==> config.mk <==
export PLATFORM = sky130hd
export DESIGN_NAME = edcr_div
export DESIGN_NICKNAME = d
export VERILOG_FILES = /design/src/sv/elastic_disc_collision_resolve_unit_macros.svh /design/src/sv/edcr_div.sv
export SDC_FILE = /design/constraint.sdc
export NUM_CORES = 2
export LEC_CHECK = 0
export ABC_AREA = 0
export ABC_CLOCK_PERIOD_IN_PS = 8600
export BUFFER_PORTS_ARGS = -buffer_cell sky130_fd_sc_hd__buf_2
export CORE_MARGIN = 1.5
export CORE_UTILIZATION = 65
export CTS_CLUSTER_DIAMETER = 30
export CTS_CLUSTER_SIZE = 28
export DETAILED_ROUTE_END_ITERATION = 10
export GPL_TIMING_DRIVEN = 0
export PLACE_DENSITY = 0.9
export SLEW_MARGIN = 40
export SYNTH_ARGS = -nofsm -noshare
export SYNTH_HDL_FRONTEND = slang
export SYNTH_SLANG_ARGS = --single-unit
==> constraint.sdc <==
create_clock -name clk -period 8.6 [get_ports clk]
set_input_delay 0.43 -clock clk [delete_from_list [all_inputs] [get_ports clk]]
set_output_delay 0.43 -clock clk [all_outputs]
set_load 0.02 [all_outputs]
==> src/sv/elastic_disc_collision_resolve_unit_macros.svh <==
// Assertion macros for the disc collision resolver.
// Expects clk and rst in the scope of the module that uses them.
`ifndef ELASTIC_DISC_COLLISION_RESOLVE_UNIT_MACROS_SVH
`define ELASTIC_DISC_COLLISION_RESOLVE_UNIT_MACROS_SVH

// same-cycle implication, off during reset
`define EDCR_ASSERT_IMP(name, ante, cons, msg) \
  name: assert property (@(posedge clk) disable iff (rst) (ante) |-> (cons)) \
    else $error(msg);

// next-cycle implication, off during reset
`define EDCR_ASSERT_NXT(name, ante, cons, msg) \
  name: assert property (@(posedge clk) disable iff (rst) (ante) |=> (cons)) \
    else $error(msg);

// what must hold in the cycle after reset
`define EDCR_ASSERT_RST(name, cons, msg) \
  name: assert property (@(posedge clk) rst |=> (cons)) else $error(msg);

`endif

==> src/sv/edcr_div.sv <==
// Pipelined unsigned restoring divider, one quotient bit per stage, several
// lanes over one shared divisor, with a side payload. No package dependencies.
`default_nettype none

module edcr_div #(
  parameter int LANES = 2,
  parameter int NW    = 32,
  parameter int DW    = 16,
  parameter int QW    = 16,
  parameter int SW    = 8
) (
  input  logic          clk,
  input  logic          rst,
  input  logic          en,
  input  logic          in_valid,
  input  logic [NW-1:0] num [LANES],
  input  logic [DW-1:0] den,
  input  logic [SW-1:0] in_side,
  output logic          out_valid,
  output logic [QW-1:0] quo [LANES],
  output logic [SW-1:0] out_side
);

  localparam int WW = NW + DW;

  logic [QW-1:0] vld_q;
  logic [QW-1:0] quo_q  [QW][LANES];
  logic [SW-1:0] side_q [QW];
  logic [DW-1:0] den_q  [QW-1];
  logic [WW-1:0] rem_q  [QW-1][LANES];

  always_ff @(posedge clk) begin
    if (rst) begin
      vld_q <= '0;
    end else if (en) begin
      vld_q <= {vld_q[QW-2:0], in_valid};
    end
  end

  for (genvar s = 0; s < QW; s++) begin : g_stage
    localparam int B = QW - 1 - s;

    logic [QW-1:0] quo_src [LANES];
    logic [WW-1:0] rem_src [LANES];
    logic [DW-1:0] den_src;
    logic [SW-1:0] side_src;
    logic [WW-1:0] dsh;
    logic [WW-1:0] rem_nxt [LANES];
    logic [QW-1:0] quo_nxt [LANES];

    if (s == 0) begin : g_head
      always_comb begin
        for (int l = 0; l < LANES; l++) begin
          quo_src[l] = '0;
          rem_src[l] = WW'(num[l]);
        end
        den_src  = den;
        side_src = in_side;
      end
    end else begin : g_body
      always_comb begin
        for (int l = 0; l < LANES; l++) begin
          quo_src[l] = quo_q[s-1][l];
          rem_src[l] = rem_q[s-1][l];
        end
        den_src  = den_q[s-1];
        side_src = side_q[s-1];
      end
    end

    always_comb begin
      dsh = WW'(den_src) << B;
      for (int l = 0; l < LANES; l++) begin
        if (rem_src[l] >= dsh) begin
          rem_nxt[l] = rem_src[l] - dsh;
          quo_nxt[l] = quo_src[l] | (QW'(1) << B);
        end else begin
          rem_nxt[l] = rem_src[l];
          quo_nxt[l] = quo_src[l];
        end
      end
    end

    always_ff @(posedge clk) begin
      if (en) begin
        for (int l = 0; l < LANES; l++) begin
          quo_q[s][l] <= quo_nxt[l];
        end
        side_q[s] <= side_src;
      end
    end

    if (s < QW - 1) begin : g_carry
      always_ff @(posedge clk) begin
        if (en) begin
          for (int l = 0; l < LANES; l++) begin
            rem_q[s][l] <= rem_nxt[l];
          end
          den_q[s] <= den_src;
        end
      end
    end
  end

  assign out_valid = vld_q[QW-1];
  assign quo       = quo_q[QW-1];
  assign out_side  = side_q[QW-1];

endmodule

`default_nettype wire

### After elaboration in Yosys (flattened, before gate mapping)

Memories as Yosys holds them, arrays and structs flattened.
Cells that the tools add are included.

* mux-type cells: 64
* $add $sub $neg: 30
* $lt $le $gt $ge: 32

Operator list (number)
* $mux 48: 30
* $ge 48x16->1: 2
* $ge 48x17->1: 2
* $ge 48x18->1: 2
* $ge 48x19->1: 2
* $ge 48x20->1: 2
* $ge 48x21->1: 2
* $ge 48x22->1: 2
* $ge 48x23->1: 2
* $ge 48x24->1: 2
* $ge 48x25->1: 2
* $ge 48x26->1: 2
* $ge 48x27->1: 2
* $ge 48x28->1: 2
* $ge 48x29->1: 2
* $ge 48x30->1: 2
* $sub 48x17->48: 2
* $sub 48x18->48: 2
* $sub 48x19->48: 2
* $sub 48x20->48: 2
* $sub 48x21->48: 2
* $sub 48x22->48: 2
* $sub 48x23->48: 2
* $sub 48x24->48: 2
* 24 further kinds: 50

* output and inout port bits: 41
* register bits: 16
* bits in writable memories: 2320
* memories kept: 4
* logic and storage cells: 131
* input port bits: 92

Memory list
* rem_q: words 15, bits a word 96, rd ports 15, clocked after memory_dff 0, wr ports 15, RTL line edcr_div.sv:30 `logic [WW-1:0] rem_q [QW-1][LANES];`
* quo_q: words 16, bits a word 32, rd ports 16, clocked after memory_dff 0, wr ports 16, RTL line edcr_div.sv:27 `logic [QW-1:0] quo_q [QW][LANES];`
* den_q: words 15, bits a word 16, rd ports 15, clocked after memory_dff 0, wr ports 15, RTL line edcr_div.sv:29 `logic [DW-1:0] den_q [QW-1];`
* side_q: words 16, bits a word 8, rd ports 16, clocked after memory_dff 0, wr ports 16, RTL line edcr_div.sv:28 `logic [SW-1:0] side_q [QW];`

### Logic depth before layout (Yosys ltp)

An unclocked memory read counts as a cell.

* depth in word-level cells: 3
* depth in mapped cells: 15
* gate-level depth less buffers: 13

### Least setup slack after synthesis

No wires, ideal clock.

* kind: register to register
* from: mem rem_q[1][6] (netlist name)
* to: mem rem_q[1][132] (netlist name), data pin
* clock period less this slack: 3.652 ns
* data arrival time: 3.381 ns
* buffers on the path: 1
* library setup time: 0.271 ns
* required time: 8.329 ns
* slack: 4.948 ns
* stages on the path, launching flop included: 15
* path through: edfxtp_1 -> inv_1 -> ha_1 -> inv_1 -> fa_1 -> a21oi_1 -> o21ai_0 -> a21o_1 -> a221o_1 -> a2111oi_0 -> o31ai_1 -> or4_1 -> clkbuf_1 -> nor4_1 -> xor2_1

RTL lines (RTL line)
* start: declaration: edcr_div.sv:30

==> impl_results.html <==
<table>
<tr><th>Metric</th><th>Value</th></tr>
<tr><th colspan="2">Run status</th></tr>
<tr><td>Run status</td><td>finished, final reports clean</td></tr>
<tr><th colspan="2">CTS</th></tr>
<tr><td>Clock transition time at the flip-flop clock pins of the worst setup and hold paths</td><td>50 ps</td></tr>
<tr><td>Number of clock sinks</td><td>2066</td></tr>
<tr><td>Clock network latency to the later pin of the worst-skew pair</td><td>1010 ps</td></tr>
<tr><td>Number of levels in the clock H-tree</td><td>5</td></tr>
<tr><td>Number of buffers added for setup after CTS</td><td>0</td></tr>
<tr><td>Number of CTS-inserted buffers</td><td>400</td></tr>
<tr><td>TritonCTS clock tree</td><td>done</td></tr>
<tr><td>CTS Root Buffer Type</td><td>sky130_fd_sc_hd__clkbuf_16</td></tr>
<tr><td>CTS max path bufs</td><td>4</td></tr>
<tr><th colspan="2">STA</th></tr>
<tr><td>Final-report hold violation count</td><td>0</td></tr>
<tr><td>Worst setup skew after layout</td><td>82.9 ps</td></tr>
<tr><td>Final number of setup-violating endpoints</td><td>0</td></tr>
<tr><td>Highest clock rate</td><td>212 MHz</td></tr>
<tr><td>Period utilisation layout</td><td>54.8%</td></tr>
<tr><td>Shortest period the worst path allows</td><td>4710 ps</td></tr>
<tr><td>Max-Slew Margin vs Limit</td><td>34.4%</td></tr>
<tr><td>Max-slew violation count</td><td>0</td></tr>
<tr><td>Transition at the pin with the smallest max-transition slack</td><td>976 ps</td></tr>
<tr><td>Total Neg Setup Slack</td><td>0 ps</td></tr>
<tr><td>Min Hold Slack</td><td>178 ps</td></tr>
<tr><td>Setup repair after global routing missed its margin</td><td>false</td></tr>
<tr><th colspan="2">Detailed routing</th></tr>
<tr><td>Via-per-instance ratio</td><td>6.43</td></tr>
<tr><td>Post-detailed-routing wire length</td><td>309000 um</td></tr>
<tr><td>Remaining number of nets flagged by the antenna check after routing</td><td>0</td></tr>
<tr><td>Drt wl/cell</td><td>25.7 um</td></tr>
<tr><td>Overall via count from detail_route</td><td>77300</td></tr>
<tr><td>Number of remaining DRC errors</td><td>0</td></tr>
<tr><td>1st-iter DRT viols</td><td>8653</td></tr>
<tr><td>Number of optimization iterations in the first detailed-route pass</td><td>9</td></tr>
<tr><th colspan="2">Synthesis</th></tr>
<tr><td>Synthesized area divided by synthesized cell count</td><td>11.9 um2</td></tr>
<tr><td>Ys async rst share</td><td>0%</td></tr>
<tr><td>Count of distinct cell types in the synthesized netlist</td><td>88</td></tr>
<tr><td>Number of synthesized flops with an enable pin</td><td>2050</td></tr>
<tr><td>Synthesis warning total</td><td>0</td></tr>
<tr><td>Total nets after synthesis</td><td>9520</td></tr>
<tr><td>Part of the Yosys area used for sequential elements</td><td>58.3%</td></tr>
<tr><td>Post-synthesis instance area</td><td>106000 um2</td></tr>
<tr><td>Commonest register cell after synthesis</td><td>sky130_fd_sc_hd__edfxtp_1</td></tr>
<tr><td>Cell count after synthesis</td><td>8886</td></tr>
<tr><td>Flip-flop and latch count after synthesis</td><td>2066</td></tr>
<tr><th colspan="2">Place</th></tr>
<tr><td>Post-DP HPWL</td><td>211000 um</td></tr>
<tr><td>Port Buffer Count</td><td>131</td></tr>
<tr><td>Final weighted congestion in routability-driven placement</td><td>0.975</td></tr>
<tr><td># placed instances</td><td>11200</td></tr>
<tr><th colspan="2">Power and ir drop</th></tr>
<tr><td>PD cells</td><td>329 nW/um2</td></tr>
<tr><td>Largest voltage drop on the vdd net</td><td>270 uV</td></tr>
<tr><td>Leakage power figure</td><td>46.4 nW</td></tr>
<tr><th colspan="2">Worst setup path</th></tr>
<tr><td>Highest fanout seen on the critical path</td><td>10</td></tr>
<tr><td>Cell depth of the worst flop-to-flop path</td><td>12</td></tr>
<tr><td>Arrival @ worst endpoint</td><td>5360 ps</td></tr>
<tr><td>Worst Path Class, Setup</td><td>reg -&gt; reg</td></tr>
<tr><td>Crit Reg-Reg Endpoint</td><td>rem_q[0][253]</td></tr>
<tr><td>Worst setup SP type</td><td>register</td></tr>
<tr><td>Data required time of the critical path</td><td>9240 ps</td></tr>
<tr><td>Worst setup slack for register-to-register paths</td><td>3890 ps</td></tr>
<tr><td>Type of element capturing the critical path</td><td>register</td></tr>
<tr><td>Worst reg2reg path startpoint</td><td>den_q[1][15]</td></tr>
<tr><th colspan="2">Layout</th></tr>
<tr><td>Fill cells</td><td>9367</td></tr>
<tr><td>Syn-to-layout area delta</td><td>17.8%</td></tr>
<tr><td>Util after Layout</td><td>77.0%</td></tr>
<tr><td>Register area</td><td>61900 um2</td></tr>
<tr><td>Cell Count, Final, Fillers Out</td><td>12000</td></tr>
<tr><td>Number of nets in the layout</td><td>10200</td></tr>
<tr><td>Area used by multi-input combinational logic</td><td>42200 um2</td></tr>
<tr><td>Layout cells sized above 1</td><td>10.3%</td></tr>
<tr><th colspan="2">Global route</th></tr>
<tr><td>Number of global-route vias before repair</td><td>79400</td></tr>
<tr><td>First-pass GRT wire length</td><td>462000 um</td></tr>
<tr><td>Largest net degree at the start of global routing</td><td>126</td></tr>
<tr><td>Number of antenna violations at the first check in global routing</td><td>3</td></tr>
<tr><td>GRT Residual Overflow</td><td>0</td></tr>
<tr><td>GRT Util Overall</td><td>36.6%</td></tr>
<tr><th colspan="2">Min path</th></tr>
<tr><td>Worst hold path depth</td><td>2</td></tr>
<tr><td>Launch point of the worst hold path</td><td>num[36]</td></tr>
<tr><td>End point of the most critical hold path</td><td>rem_q[0][52]</td></tr>
<tr><td>Hold crit path type</td><td>in -&gt; reg</td></tr>
<tr><th colspan="2">Floorplanning</th></tr>
<tr><td>Num ports</td><td>133</td></tr>
<tr><td>Full die area</td><td>166000 um2</td></tr>
<tr><td>Floorplan die width</td><td>407 um</td></tr>
<tr><td>Placeable core region</td><td>162000 um2</td></tr>
<tr><td>Total number of placement rows</td><td>148</td></tr>
<tr><td>Die Y-Extent</td><td>407 um</td></tr>
<tr><td>Initial core utilization</td><td>65.4%</td></tr>
<tr><th colspan="2">Flow run</th></tr>
<tr><td>Max-cap violation count</td><td>0</td></tr>
</table>
## cells in the final DEF (no fill, tap or decap), types with 51 or more instances in the layout
cell type,instances
sky130_fd_sc_hd__edfxtp_1,2050
sky130_fd_sc_hd__nor2_1,661
sky130_fd_sc_hd__nand2_1,656
sky130_fd_sc_hd__a21oi_1,544
sky130_fd_sc_hd__xor2_1,519
sky130_fd_sc_hd__ha_1,512
sky130_fd_sc_hd__xnor2_1,471
sky130_fd_sc_hd__o21ai_0,452
sky130_fd_sc_hd__inv_1,436
sky130_fd_sc_hd__clkbuf_16,403
sky130_fd_sc_hd__nor3_1,314
sky130_fd_sc_hd__nor4_1,204
sky130_fd_sc_hd__a21o_1,199
sky130_fd_sc_hd__clkbuf_1,176
sky130_fd_sc_hd__nand3_1,164
sky130_fd_sc_hd__buf_2,137
sky130_fd_sc_hd__or3_1,133
sky130_fd_sc_hd__nand2b_1,125
sky130_fd_sc_hd__nand4_1,113
sky130_fd_sc_hd__or4_1,96
sky130_fd_sc_hd__dlygate4sd3_1,91
sky130_fd_sc_hd__nor2b_1,84
sky130_fd_sc_hd__o21a_1,81
sky130_fd_sc_hd__mux2_2,79
sky130_fd_sc_hd__bufinv_16,65
sky130_fd_sc_hd__or2_2,54
sky130_fd_sc_hd__o21bai_1,51
## state kept, by name (all words and copies together), names as in the netlist
signal and flops:
quo_q 272, vld_q 16, rem_q 1410, den_q 240, side_q 128
## power breakdown
| part | switching [mW] | internal (mW) | total [mW] |
|---|---|---|---|
| Combinational | 6.22 | 4.11 | 10.3 |
| Clock | 5.41 | 10.6 | 16.0 |
| Sequential | 1.34 | 13.5 | 14.8 |
| Total | 13.0 | 28.2 | 41.1 |
## layout make-up
type / instances / share of cell area, %
clock inverters: 292 / 2.86
diodes: 1 / 0.00200
clock buffers: 432 / 8.15
plain buffers: 172 / 0.541
flip-flops and latches: 2066 / 49.5
multi-input cells: 6206 / 33.8
inverters: 442 / 1.33
well taps: 2175 / 2.18
repair buffers: 244 / 1.70
## worst max-delay path, stage by stage (launching register included)
cell and delay (ps):
sky130_fd_sc_hd__edfxtp_1 410, sky130_fd_sc_hd__inv_1 380, sky130_fd_sc_hd__ha_1 290, sky130_fd_sc_hd__nand4b_1 210
sky130_fd_sc_hd__or4_1 600, sky130_fd_sc_hd__nor3_1 360, sky130_fd_sc_hd__nand2_1 90, sky130_fd_sc_hd__o211ai_1 140
sky130_fd_sc_hd__nand2b_1 140, sky130_fd_sc_hd__clkbuf_1 330, sky130_fd_sc_hd__clkbuf_1 560, sky130_fd_sc_hd__clkbuf_1 610
sky130_fd_sc_hd__a21oi_1 270
## through the flow
stage	setup slack, ps	cell area (um2)	power (mW)
2_1_floorplan	4950	106000	21.7
3_3_place_gp	-23080	110000	24.7
3_5_place_dp	4010	110000	24.5
4_1_cts	3750	125000	40.8
5_1_grt	3770	125000	42.6
6_report	3890	125000	41.1
## metal layers
metal  up-vias  wire length (um)  share of wire, %  GRT usage [%]
met5         -                 0                 0              0
met4         0             32700                11           33.2
met3      1479             18300               5.9           5.97
met2      4585            162000                53           67.3
met1     36500             95600                31           34.4
li1      34700                 -                 -              -
## cell usage after synthesis, types with 23 or more instances
master	n	area, um2
sky130_fd_sc_hd__and2_1	23	144
sky130_fd_sc_hd__nand3b_1	27	203
sky130_fd_sc_hd__fa_1	30	601
sky130_fd_sc_hd__o31ai_1	50	375
sky130_fd_sc_hd__xor2_1	519	4550
sky130_fd_sc_hd__mux2i_1	29	290
sky130_fd_sc_hd__nand2b_1	125	782
sky130_fd_sc_hd__or3_1	133	832
sky130_fd_sc_hd__nand3_1	164	821
sky130_fd_sc_hd__nor2b_1	84	526
sky130_fd_sc_hd__nor4_1	219	1370
sky130_fd_sc_hd__a21o_1	199	1490
sky130_fd_sc_hd__or2_2	54	338
sky130_fd_sc_hd__clkbuf_1	149	559
sky130_fd_sc_hd__o21ai_0	453	2270
sky130_fd_sc_hd__o211ai_1	37	278
sky130_fd_sc_hd__nand4_1	113	707
sky130_fd_sc_hd__a31oi_1	35	219
sky130_fd_sc_hd__a21oi_1	545	2730
sky130_fd_sc_hd__ha_1	512	6410
sky130_fd_sc_hd__nor4b_1	35	307
sky130_fd_sc_hd__o21a_1	81	608
sky130_fd_sc_hd__nand4b_1	37	324
sky130_fd_sc_hd__inv_1	436	1640
sky130_fd_sc_hd__a211oi_1	53	398
sky130_fd_sc_hd__and3_1	37	231
sky130_fd_sc_hd__or4_1	96	721
sky130_fd_sc_hd__o21bai_1	51	383
sky130_fd_sc_hd__edfxtp_1	2050	61600
sky130_fd_sc_hd__nor2_1	661	2480
sky130_fd_sc_hd__xnor2_1	471	4130
sky130_fd_sc_hd__mux2_2	79	890
sky130_fd_sc_hd__nand2_1	656	2460
sky130_fd_sc_hd__nor3_1	315	1580
## how the worst max path moves through the flow
stage,endpoint,startpoint
2_1_floorplan,rem_q[1][132],rem_q[1][6]
3_3_place_gp,rem_q[1][656],en
3_5_place_dp,rem_q[1][471],den_q[11][14]
4_1_cts,rem_q[0][514],den_q[4][14]
5_1_grt,rem_q[1][558],den_q[12][12]
6_report,rem_q[0][253],den_q[1][15]
## what timing repair did
item / CTS / global route
endpoints found under the hold margin: 151 / 0
hold buffers: 91 / 0
resized for setup: 0 / 0
## logic make-up (layout without fill, tap and decap cells)
| group | count (synthesis) | after routing | synth area share [%] |
|---|---|---|---|
| and+or+nand+nor | 2852 | 2852 | 13.6 |
| AOI/OAI and AO/OA | 1714 | 1714 | 10.0 |
| DFF | 2066 | 2066 | 58.3 |
| xor gates and xnor gates | 990 | 990 | 8.17 |
| other | 0 | 1 | 0 |
| buffers and inverters | 614 | 1582 | 2.20 |
| muxes | 108 | 108 | 1.11 |
| adders and majority gates | 542 | 542 | 6.60 |
No activity file was read; power rests on OpenSTA's default activity.
